**config.mk**
```make
export PLATFORM = sky130hd
export DESIGN_NAME = seven_segment_frame_builder_core
export DESIGN_NICKNAME = d
export VERILOG_FILES = /design/src/design/ssfb_pkg.sv /design/src/design/ssfb_digit_lane.sv /design/src/design/ssfb_cfg_regs.sv /design/src/design/ssfb_frame_seq.sv /design/src/design/seven_segment_frame_builder_core.sv
export SDC_FILE = /design/constraint.sdc
export NUM_CORES = 1
export LEC_CHECK = 0
export ABC_AREA = 1
export BUFFER_PORTS_ARGS = -buffer_cell sky130_fd_sc_hd__buf_2
export CAP_MARGIN = 20
export CORE_AREA = 2 2 114 116
export DETAILED_ROUTE_END_ITERATION = 8
export DIE_AREA = 0 0 116 118
export PLACE_DENSITY = 0.6
export SLEW_MARGIN = 25
export SYNTH_ARGS = -nofsm -noshare
export SYNTH_HDL_FRONTEND = slang
export SYNTH_SLANG_ARGS = --single-unit
```
**constraint.sdc**
```tcl
create_clock -name clk -period 2.9 [get_ports clk]
set_input_delay 0.58 -clock clk [delete_from_list [all_inputs] [get_ports clk]]
set_output_delay 0.58 -clock clk [all_outputs]
set_load 0.01 [all_outputs]
```
**src/design/ssfb_pkg.sv**
```systemverilog
// shared types, constants and the segment table for the seven-segment frame builder
package ssfb_pkg;

  localparam int FRAME_LEN = 14;
  localparam int NUM_DIGITS = 4;
  localparam logic [7:0] DOT_BIT = 8'h80;
  localparam logic [7:0] COLON_BYTE = 8'h01;
  localparam logic [7:0] ZERO_BYTE = 8'h00;
  localparam int CFG_AW = 4;

  // configuration register indexes
  typedef enum logic [1:0] {
    REG_DISPLAY_MODE    = 2'd0,
    REG_DATA_COMMAND    = 2'd1,
    REG_START_ADDRESS   = 2'd2,
    REG_DISPLAY_CONTROL = 2'd3
  } reg_idx_t;

  localparam logic [7:0] RST_DISPLAY_MODE    = 8'h01;
  localparam logic [7:0] RST_DATA_COMMAND    = 8'h40;
  localparam logic [7:0] RST_START_ADDRESS   = 8'hC0;
  localparam logic [7:0] RST_DISPLAY_CONTROL = 8'h89;

  // byte slots of one frame, in send order
  typedef enum logic [3:0] {
    SLOT_MODE     = 4'd0,
    SLOT_DATA_CMD = 4'd1,
    SLOT_ADDR     = 4'd2,
    SLOT_D1_HI    = 4'd3,
    SLOT_D1_LO    = 4'd4,
    SLOT_D2_HI    = 4'd5,
    SLOT_D2_LO    = 4'd6,
    SLOT_D3_HI    = 4'd7,
    SLOT_D3_LO    = 4'd8,
    SLOT_D4_HI    = 4'd9,
    SLOT_D4_LO    = 4'd10,
    SLOT_LED      = 4'd11,
    SLOT_PAD      = 4'd12,
    SLOT_CTRL     = 4'd13
  } slot_t;

  typedef struct packed {
    logic [3:0] digit_one;
    logic [3:0] digit_two;
    logic [3:0] digit_three;
    logic [3:0] digit_four;
    logic [2:0] dot_position;
    logic       colon_on;
    logic [7:0] led_bits;
  } in_word_t;

  typedef struct packed {
    logic [7:0] frame_byte;
    logic       frame_end;
    logic       last;
  } out_word_t;

  typedef struct packed {
    logic [7:0] display_mode;
    logic [7:0] data_command;
    logic [7:0] start_address;
    logic [7:0] display_control;
  } cfg_regs_t;

  // seven-segment patterns, blank for 10 and up
  function automatic logic [7:0] seg_lookup(input logic [3:0] value);
    logic [7:0] seg;
    case (value)
      4'd0: seg = 8'h3F;
      4'd1: seg = 8'h06;
      4'd2: seg = 8'h5B;
      4'd3: seg = 8'h4F;
      4'd4: seg = 8'h66;
      4'd5: seg = 8'h6D;
      4'd6: seg = 8'h7D;
      4'd7: seg = 8'h07;
      4'd8: seg = 8'h7F;
      4'd9: seg = 8'h6F;
      default: seg = 8'h00;
    endcase
    return seg;
  endfunction

endpackage

```
**src/design/ssfb_digit_lane.sv**
```systemverilog
// one digit lane: segment encode plus decimal point
module ssfb_digit_lane (
  input  logic [3:0] digit,
  input  logic [2:0] dot_position,
  input  logic [2:0] lane_pos,
  output logic [7:0] seg_byte
);

  // table lookup, dot bit when this lane is the chosen digit
  always_comb begin
    seg_byte = ssfb_pkg::seg_lookup(digit);
    if (dot_position == lane_pos) begin
      seg_byte = seg_byte | ssfb_pkg::DOT_BIT;
    end
  end

endmodule

```
**src/design/ssfb_cfg_regs.sv**
```systemverilog
// command byte registers behind the apb port
module ssfb_cfg_regs (
  input  logic                         clk,
  input  logic                         rst_n,
  input  logic                         psel,
  input  logic                         penable,
  input  logic                         pwrite,
  input  logic [ssfb_pkg::CFG_AW-1:0]  paddr,
  input  logic [31:0]                  pwdata,
  output logic [31:0]                  prdata,
  output logic                         pready,
  output ssfb_pkg::cfg_regs_t          cfg
);

  ssfb_pkg::cfg_regs_t cfg_r;
  ssfb_pkg::reg_idx_t  reg_sel;
  logic                wr_en;

  assign pready  = 1'b1;
  assign reg_sel = ssfb_pkg::reg_idx_t'(paddr[3:2]);
  assign wr_en   = psel && penable && pwrite;
  assign cfg     = cfg_r;

  // register writes
  always_ff @(posedge clk) begin
    if (!rst_n) begin
      cfg_r.display_mode    <= ssfb_pkg::RST_DISPLAY_MODE;
      cfg_r.data_command    <= ssfb_pkg::RST_DATA_COMMAND;
      cfg_r.start_address   <= ssfb_pkg::RST_START_ADDRESS;
      cfg_r.display_control <= ssfb_pkg::RST_DISPLAY_CONTROL;
    end else if (wr_en) begin
      case (reg_sel)
        ssfb_pkg::REG_DISPLAY_MODE:    cfg_r.display_mode    <= pwdata[7:0];
        ssfb_pkg::REG_DATA_COMMAND:    cfg_r.data_command    <= pwdata[7:0];
        ssfb_pkg::REG_START_ADDRESS:   cfg_r.start_address   <= pwdata[7:0];
        ssfb_pkg::REG_DISPLAY_CONTROL: cfg_r.display_control <= pwdata[7:0];
        default: ;
      endcase
    end
  end

  // read mux
  always_comb begin
    case (reg_sel)
      ssfb_pkg::REG_DISPLAY_MODE:    prdata = {24'd0, cfg_r.display_mode};
      ssfb_pkg::REG_DATA_COMMAND:    prdata = {24'd0, cfg_r.data_command};
      ssfb_pkg::REG_START_ADDRESS:   prdata = {24'd0, cfg_r.start_address};
      ssfb_pkg::REG_DISPLAY_CONTROL: prdata = {24'd0, cfg_r.display_control};
      default:                       prdata = 32'd0;
    endcase
  end

endmodule

```
**src/design/ssfb_frame_seq.sv**
```systemverilog
// merges lane results into a frame and sends it one byte per cycle
module ssfb_frame_seq (
  input  logic                                clk,
  input  logic                                rst_n,
  input  logic                                load,
  input  logic [ssfb_pkg::NUM_DIGITS-1:0][7:0] seg_bytes,
  input  logic                                colon_on,
  input  logic [7:0]                          led_bits,
  input  ssfb_pkg::cfg_regs_t                 cfg,
  output logic                                busy,
  output logic                                out_valid,
  output ssfb_pkg::out_word_t                 out_word
);

  logic [ssfb_pkg::NUM_DIGITS-1:0][7:0] seg_r;
  logic [7:0]          colon_r;
  logic [7:0]          led_r;
  logic                active_r;
  logic                active_nxt;
  ssfb_pkg::slot_t     idx_r;
  ssfb_pkg::slot_t     idx_nxt;
  logic                out_valid_r;
  ssfb_pkg::out_word_t out_word_r;
  ssfb_pkg::out_word_t out_word_nxt;
  logic                at_end;

  assign at_end    = (idx_r == ssfb_pkg::SLOT_CTRL);
  assign busy      = active_r && !at_end;
  assign out_valid = out_valid_r;
  assign out_word  = out_word_r;

  // frame payload, loaded from the lanes on accept
  always_ff @(posedge clk) begin
    if (load) begin
      seg_r   <= seg_bytes;
      colon_r <= colon_on ? ssfb_pkg::COLON_BYTE : ssfb_pkg::ZERO_BYTE;
      led_r   <= led_bits;
    end
  end

  // slot counter
  always_comb begin
    active_nxt = active_r;
    idx_nxt    = idx_r;
    if (load) begin
      active_nxt = 1'b1;
      idx_nxt    = ssfb_pkg::SLOT_MODE;
    end else if (active_r) begin
      if (at_end) begin
        active_nxt = 1'b0;
      end else begin
        idx_nxt = ssfb_pkg::slot_t'(idx_r + 4'd1);
      end
    end
  end

  // byte select for the current slot
  always_comb begin
    out_word_nxt = '0;
    case (idx_r)
      ssfb_pkg::SLOT_MODE: begin
        out_word_nxt.frame_byte = cfg.display_mode;
        out_word_nxt.frame_end  = 1'b1;
      end
      ssfb_pkg::SLOT_DATA_CMD: begin
        out_word_nxt.frame_byte = cfg.data_command;
        out_word_nxt.frame_end  = 1'b1;
      end
      ssfb_pkg::SLOT_ADDR:  out_word_nxt.frame_byte = cfg.start_address;
      ssfb_pkg::SLOT_D1_HI: out_word_nxt.frame_byte = seg_r[0];
      ssfb_pkg::SLOT_D1_LO: out_word_nxt.frame_byte = ssfb_pkg::ZERO_BYTE;
      ssfb_pkg::SLOT_D2_HI: out_word_nxt.frame_byte = seg_r[1];
      ssfb_pkg::SLOT_D2_LO: out_word_nxt.frame_byte = colon_r;
      ssfb_pkg::SLOT_D3_HI: out_word_nxt.frame_byte = seg_r[2];
      ssfb_pkg::SLOT_D3_LO: out_word_nxt.frame_byte = colon_r;
      ssfb_pkg::SLOT_D4_HI: out_word_nxt.frame_byte = seg_r[3];
      ssfb_pkg::SLOT_D4_LO: out_word_nxt.frame_byte = ssfb_pkg::ZERO_BYTE;
      ssfb_pkg::SLOT_LED:   out_word_nxt.frame_byte = led_r;
      ssfb_pkg::SLOT_PAD: begin
        out_word_nxt.frame_byte = ssfb_pkg::ZERO_BYTE;
        out_word_nxt.frame_end  = 1'b1;
      end
      ssfb_pkg::SLOT_CTRL: begin
        out_word_nxt.frame_byte = cfg.display_control;
        out_word_nxt.frame_end  = 1'b1;
        out_word_nxt.last       = 1'b1;
      end
      default: out_word_nxt = '0;
    endcase
  end

  // control and output registers
  always_ff @(posedge clk) begin
    if (!rst_n) begin
      active_r    <= 1'b0;
      idx_r       <= ssfb_pkg::SLOT_MODE;
      out_valid_r <= 1'b0;
    end else begin
      active_r    <= active_nxt;
      idx_r       <= idx_nxt;
      out_valid_r <= active_r;
    end
  end

  always_ff @(posedge clk) begin
    out_word_r <= out_word_nxt;
  end

`ifndef SYNTHESIS
  // a load into an idle sequencer puts the slot counter on the mode slot next cycle
  a_load_opens: assert property (@(posedge clk) disable iff (!rst_n)
    load && !active_r |=> active_r && idx_r == ssfb_pkg::SLOT_MODE)
    else $error("load did not restart the slot counter");

  // sequencer finishes after the control byte when nothing new arrives
  a_end_idle: assert property (@(posedge clk) disable iff (!rst_n)
    active_r && at_end && !load |=> !active_r)
    else $error("sequencer kept running past the last slot");

  // a valid last flag always comes with frame_end and follows the control slot
  a_last_end: assert property (@(posedge clk) disable iff (!rst_n)
    out_valid_r && out_word_r.last |-> out_word_r.frame_end && $past(at_end))
    else $error("last byte out of place");

  // the output strobe is high only where the active flag was set the cycle before
  a_valid_track: assert property (@(posedge clk) disable iff (!rst_n)
    out_valid_r |-> $past(active_r))
    else $error("output strobe without an active frame");
`endif

endmodule

```
**src/design/seven_segment_frame_builder_core.sv**
```systemverilog
// top level of the seven-segment driver command frame builder
// An update is taken when start is high and busy is low; it yields fourteen
// command bytes on out_word, one per cycle with out_valid high, each selected
// by the slot counter and held in the output register. The sequencer sends
// one byte per clock; busy drops in the cycle before the final byte goes
// out, so the next update can be accepted in that cycle and its first byte
// follows the final byte with no gap. The receiver cannot stall: each byte is
// valid for exactly one cycle. Four digit lanes encode the digits in parallel
// at accept time. Command bytes come from registers at 0x0, 0x4, 0x8 and 0xC.
module seven_segment_frame_builder_core (
  input  logic                        clk,
  input  logic                        rst_n,
  input  logic                        start,
  output logic                        busy,
  input  ssfb_pkg::in_word_t          in_word,
  output logic                        out_valid,
  output ssfb_pkg::out_word_t         out_word,
  input  logic                        psel,
  input  logic                        penable,
  input  logic                        pwrite,
  input  logic [ssfb_pkg::CFG_AW-1:0] paddr,
  input  logic [31:0]                 pwdata,
  output logic [31:0]                 prdata,
  output logic                        pready
);

  ssfb_pkg::cfg_regs_t                  cfg;
  logic [ssfb_pkg::NUM_DIGITS-1:0][3:0] digits;
  logic [ssfb_pkg::NUM_DIGITS-1:0][7:0] seg_bytes;
  logic                                 accept;

  assign accept = start && !busy;
  assign digits = {in_word.digit_four, in_word.digit_three,
                   in_word.digit_two, in_word.digit_one};

  // configuration registers
  ssfb_cfg_regs u_cfg (
    .clk     (clk),
    .rst_n   (rst_n),
    .psel    (psel),
    .penable (penable),
    .pwrite  (pwrite),
    .paddr   (paddr),
    .pwdata  (pwdata),
    .prdata  (prdata),
    .pready  (pready),
    .cfg     (cfg)
  );

  // digit lanes, positions one to four
  for (genvar g = 0; g < ssfb_pkg::NUM_DIGITS; g++) begin : g_lane
    ssfb_digit_lane u_lane (
      .digit        (digits[g]),
      .dot_position (in_word.dot_position),
      .lane_pos     (3'(g + 1)),
      .seg_byte     (seg_bytes[g])
    );
  end

  // frame merge and byte sequencer
  ssfb_frame_seq u_seq (
    .clk       (clk),
    .rst_n     (rst_n),
    .load      (accept),
    .seg_bytes (seg_bytes),
    .colon_on  (in_word.colon_on),
    .led_bits  (in_word.led_bits),
    .cfg       (cfg),
    .busy      (busy),
    .out_valid (out_valid),
    .out_word  (out_word)
  );

endmodule
```
==> results_dict.tcl, run 1 <==
set metrics [dict create \
    status "complete, no violations" \
    crit_path_cell_trace "inv_1, ha_1, nand3_4, nand2_2, inv_2, buf_2" \
    pwr-share-seq_pct 51.9 \
    worst_slew_pin_slew_ps 565 \
    p_sw_w 0.000659 \
    synth_top_area_share_pct 25.1 \
    yosys.area.top_type "edfxtp_1" \
    fmax_mhz 469 \
    wl_per_cell_um 12.7 \
    cap_violations 0 \
    cts_root_buf "clkbuf_16" \
    synth-seq-cells 89 \
    relSlewSlack_pct 62.3 \
    setup_ws_ps 770 \
    rsz0062_at_grt "false" \
    peakVddDrop_v 0.000261 \
    startpoint_type "register" \
    syn_area_per_cell_um2 8.20 \
    powerDensity_nw_per_um2 491 \
    cts.reportedPaths.clkPinSlew_ps 60 \
    diodes 0 \
    first_global_vias 3586 \
    ctsHoldBuffers 0 \
    syn_area_um2 4910 \
    clockBufferDepth 2 \
    fin_crit_ps 2130 \
    routed_wl_um 10700 \
    htree_levels 3 \
    cts_made_buffers 9 \
    syn2layout_area_growth_pct 12.2 \
    finalSetupTns_ps 0 \
    via_per_inst 4.64 \
    hold_violations 0 \
    chipWidth_um 116 \
    core_area_um2 12400 \
    p_int_w 0.00204 \
    cts_tree "built" \
    grt_max_degree 42 \
    path_class "reg -> out" \
    post_cts_resized 0 \
    fill_cells 1278 \
    route.detailed.drc 0 \
    cts_setup_buffers 0 \
    port_buffers 63 \
    crit_path_max_fanout 6 \
    multi_input_area_um2 2180 \
    p_comb_share_pct 9.9 \
    crit_slowest_cell "dfxtp_1" \
    drive_gt1_share_pct 15.9 \
    fp.dieH_um 118 \
    grt_pass1_wl_um 17200 \
    cts_num_sinks 89 \
    start_util_pct 39.5 \
    io_pins 115 \
    synth.distinct_cells 33 \
    fin_crit_sh_pct 73.5 \
    max_stage_delay_ps 430 \
    skew_ps 6.94 \
    fin_nets 758 \
    power_w 0.00270 \
    antenna_left 0 \
    hold_class "in -> reg" \
    antenna_found_initial 0 \
    gp_congestion 0.849 \
    power.leakage_nw 2.65 \
    async_flop_share_pct 0 \
    critical_path_arrival_ps 1550 \
    synth_seq_area_share_pct 44.7 \
    grt.total_usage_pct 15.9 \
    clkLatencyLatePin_ps 330 \
    finalSetupViolations 0 \
    switching_share_pct 24.4 \
    power_frac_clock_pct 38.2 \
    first_pass_iters 4 \
    place_ws_ps 851 \
    rows 41 \
    end_kind "output port" \
    synth-edff-count 41 \
    ys.flop_type "dfxtp_1" \
    cp.required_ps 2320 \
    synthTopCellsByArea "edfxtp_1 25%, dfxtp_1 20%, nand2_1 11%" \
    fp.dieArea_um2 13700 \
    dr.first_iter.drc_count 259 \
    vias 3881 \
    netlist_instances 598 \
    yosysWarnings 0 \
    overflow 0 \
    hpwl_um 8090 \
    maxSlewViolCount 0 \
    regArea_um2 2190 \
]
==> kinds of logic (layout without fill, tap and decap cells) <==
logic type,count (synthesis),after routing,share of synthesized area [%]
flip-flops,89,89,44.7
buffers and inverters,112,156,12.6
AO/OA/AOI/OAI,94,94,10.1
adder cells (fa/ha/maj),28,28,7.14
other,2,25,0.153
AND/OR/NAND/NOR,273,273,25.3
==> cells in the mapped netlist, drive strengths merged (2+ instances only) <==
cell type  instances
nand3             60
o21ai             52
o2111ai            2
dfxtp             48
clkbuf             6
nor2              45
o211ai             6
conb               2
ha                28
buf               35
edfxtp            41
nor3               5
a21oi             33
nand2            152
nand4              7
or2                4
inv               71
==> state kept, by name, indices dropped and copies added, names as in the netlist <==
signal	count
u_seq.out_word	10
u_seq.idx_r	4
u_seq.colon_r	1
u_seq.active_r	1
u_cfg.cfg	32
u_seq.led_r	8
u_seq.out_valid	1
u_seq.seg_r	32
==> cell type report <==
| type | count | share of cell area, % |
|---|---|---|
| Inverter | 71 | 5.02 |
| Clock buffer | 10 | 4.16 |
| Tap cell | 172 | 3.91 |
| Multi-Input combinational cell | 420 | 39.6 |
| Clock inverter | 6 | 0.659 |
| Sequential cell | 89 | 39.8 |
| Timing Repair Buffer | 69 | 6.77 |
==> final timing paths <==
kind	startpoint	to	slack, ps	cells after the start
max	u_seq.idx_r[1]$_SDFFE_PP0P_	busy	770	6
min	in_word[4]	u_seq.led_r[4]$_DFFE_PP_	420	1
min reg2reg	u_seq.active_r$_SDFF_PN0_	u_seq.out_valid$_SDFF_PN0_	440	2
max reg2reg	u_seq.idx_r[0]$_SDFFE_PP0P_	u_seq.led_r[4]$_DFFE_PP_	1230	6
==> per-layer routing <==
layer / GRT usage (%) / part of all wire (%) / up-vias
met5: 0 / 0 / -
met4: 5.58 / 1.9 / 0
met3: 2.88 / 5.0 / 13
met2: 24.3 / 46 / 97
met1: 22.5 / 48 / 1750
li1: - / - / 2021
==> metrics by stage <==
| step | cell area, um^2 | hold slack (ps) | std cells | util, % |
|---|---|---|---|---|
| finish | 5500 | 420 | 837 | 44.3 |
| detailed placement | 5240 | 431 | 821 | 42.2 |
| CTS | 5500 | 412 | 837 | 44.3 |
| floorplan | 4990 | 419 | 621 | - |
| global placement | 5240 | 431 | 821 | 42.2 |
| global route | 5500 | 414 | 837 | 44.3 |
==> worst max-delay path, delay by kind of cell (launching register included) <==
family	cells	cell delay (ps)
flops	1	430
fa+ha+maj	1	230
simple gates	2	200
buf+inv	3	350
==> power groups by stage <==
stage	logic (W)	clock network (W)	registers (W)
final	0.000268	0.00103	0.00140
after global routing	0.000306	0.00110	0.00141
after CTS	0.000269	0.00106	0.00140
after detailed placement	0.000268	0	0.00143
after global placement	0.000261	0	0.00143
after floorplan	0.000189	0	0.00143
==> placed cells by master, fill, tap and decap left out, drive strengths merged <==
master      n
clkinv      3
o2111ai     2
edfxtp     41
o21a        1
nor3        5
buf        69
clkinvlp    1
a21oi      33
nand3      60
clkbuf     10
or2         4
o21ai      52
conb       25
inv        73
nand4       7
ha         28
dfxtp      48
nor2       45
o211ai      6
nand2     152
Note: power is estimated with default switching activity, not from simulation.
==> run 2: changes to the inputs <==
Clock period 2.9 ns to 2.2 ns, I/O delays scaled along.
==> run 2 against run 1 <==
Against the previous run:
- utilization rose by 0.18 points
- wire length grew 0.16%
- first-iteration DRC count down 4.6%
- via count grew 1.3%
- largest cell class unchanged
- flip-flop and latch count unchanged
- critical path depth unchanged
- final area rose by 0.41%
- sequential power grew 32%
- clock power rose by 43%
- combinational power is 32% higher
==> results_dict.tcl, run 2 (synthesis results as in run 1) <==
set metrics [dict create \
    power.leakage_nw 2.66 \
    fin_crit_sh_pct 91.0 \
    cap_violations 0 \
    hpwl_um 8210 \
    syn2layout_area_growth_pct 12.6 \
    crit_path_max_fanout 6 \
    worstHoldStart "in_word[6]" \
    cts_tree "built" \
    hold_path_depth 1 \
    start_util_pct 39.5 \
    fp.dieArea_um2 13700 \
    critical_path_arrival_ps 1560 \
    startpoint_type "register" \
    skew_ps 10.3 \
    multi_input_area_um2 2180 \
    chipWidth_um 116 \
    routed_wl_um 10700 \
    fp.dieH_um 118 \
    finalSetupViolations 0 \
    whs_endpoint "u_seq.led_r[6]$_DFFE_PP_" \
    power_frac_clock_pct 40.0 \
    antenna_left 0 \
    diodes 0 \
    clkLatencyLatePin_ps 340 \
    p_comb_share_pct 9.6 \
    cts_made_buffers 9 \
    grt.total_usage_pct 15.8 \
    vias 3932 \
    core_area_um2 12400 \
    first_global_vias 3603 \
    route.detailed.drc 0 \
    hold_violations 0 \
    status "complete, no violations" \
    fin_crit_ps 2000 \
    clockBufferDepth 2 \
    finalSetupTns_ps 0 \
    relSlewSlack_pct 62.9 \
    fmax_mhz 499 \
    worstRegToRegCells 7 \
    grt_max_degree 42 \
    final_cell_mix "148 x nand2_1, 66 x inv_1, 63 x buf_2" \
    port_buffers 63 \
    reg2reg_slack_ps 530 \
    gp_congestion 0.868 \
    finish.utilization_pct 44.5 \
    cts_root_buf "clkbuf_16" \
    final_common_cell "nand2_1" \
    ctsHoldBuffers 0 \
    grt_pass1_wl_um 17100 \
    via_per_inst 4.70 \
    post_cts_resized 0 \
    wl_per_cell_um 12.8 \
    pwr-share-seq_pct 50.4 \
    hold_class "in -> reg" \
    p_sw_w 0.000866 \
    fill_cells 1280 \
    r2r-start "u_seq.idx_r[1]$_SDFFE_PP0P_" \
    antenna_found_initial 0 \
    dr.first_iter.drc_count 247 \
    cts_num_sinks 89 \
    worst_slew_pin_slew_ps 556 \
    io_pins 115 \
    rsz0062_at_grt "false" \
    cts_setup_buffers 0 \
    overflow 0 \
    regArea_um2 2190 \
    fin_nets 758 \
    p_int_w 0.00281 \
    r2r-end "u_seq.led_r[4]$_DFFE_PP_" \
    end_kind "output port" \
    path_class "reg -> out" \
    peakVddDrop_v 0.000373 \
    htree_levels 3 \
    drive_gt1_share_pct 15.6 \
    switching_share_pct 23.6 \
    first_pass_iters 5 \
    powerDensity_nw_per_um2 665 \
    cp.required_ps 1760 \
    cts.reportedPaths.clkPinSlew_ps 60 \
    rows 41 \
    maxSlewViolCount 0 \
]
[run 2: final cells by class]
cell class,instances,area share [%]
clock buffers,10,4.14
clock inverters,6,1.06
well taps,172,3.89
flip-flops and latches,89,39.7
multi-input cells,420,39.5
inverters,71,5.00
repair buffers,69,6.75
[run 2: worst max-delay path, stage by stage, from the launching register on]
cell and delay (ps):
dfxtp_1 430, inv_1 100, ha_1 240, nand3_4 100, nand2_2 100, inv_2 120, buf_2 140
[run 2: per-stage QoR]
| step | setup slack, ps | power, W | cell area [um^2] | cells | hold slack (ps) |
|---|---|---|---|---|---|
| floorplan | 85.4 | 0.00213 | 4990 | 621 | 419 |
| global route | 114 | 0.00383 | 5530 | 837 | 271 |
| finish | 197 | 0.00367 | 5530 | 837 | 281 |
| global placement | 438 | 0.00223 | 5240 | 821 | 430 |
| CTS | 197 | 0.00370 | 5530 | 837 | 271 |
| detailed placement | 429 | 0.00224 | 5240 | 821 | 429 |
[run 2: layer usage]
| metal | vias to the layer above | track usage, % | part of all wire (%) | wire [um] |
|---|---|---|---|---|
| li1 | 2029 | - | - | - |
| met1 | 1785 | 21.8 | 48 | 5130 |
| met2 | 111 | 25.2 | 46 | 4900 |
| met3 | 7 | 3.04 | 5.0 | 535 |
| met4 | 0 | 4.09 | 0.99 | 106 |
| met5 | - | 0 | 0 | 0 |
[run 2: worst max-delay path by stage]
stage	from	endpoint	slack (ps)	cells after the start
floorplan	u_seq.idx_r[0]$_SDFFE_PP0P_	u_seq.colon_r[0]$_DFFE_PP_	90	5
global placement	paddr[2]	prdata[0]	440	9
detailed placement	paddr[3]	prdata[1]	430	7
CTS	u_seq.idx_r[1]$_SDFFE_PP0P_	busy	200	6
global route	u_seq.idx_r[1]$_SDFFE_PP0P_	busy	110	6
finish	u_seq.idx_r[1]$_SDFFE_PP0P_	busy	200	6
[run 2: power groups by stage]
stage | registers [W] | clock network [W] | logic (W)
after CTS | 0.00185 | 0.00149 | 0.000354
after detailed placement | 0.00189 | 0 | 0.000352
after global placement | 0.00188 | 0 | 0.000344
after floorplan | 0.00188 | 0 | 0.000249
after global routing | 0.00186 | 0.00157 | 0.000401
final | 0.00185 | 0.00147 | 0.000353
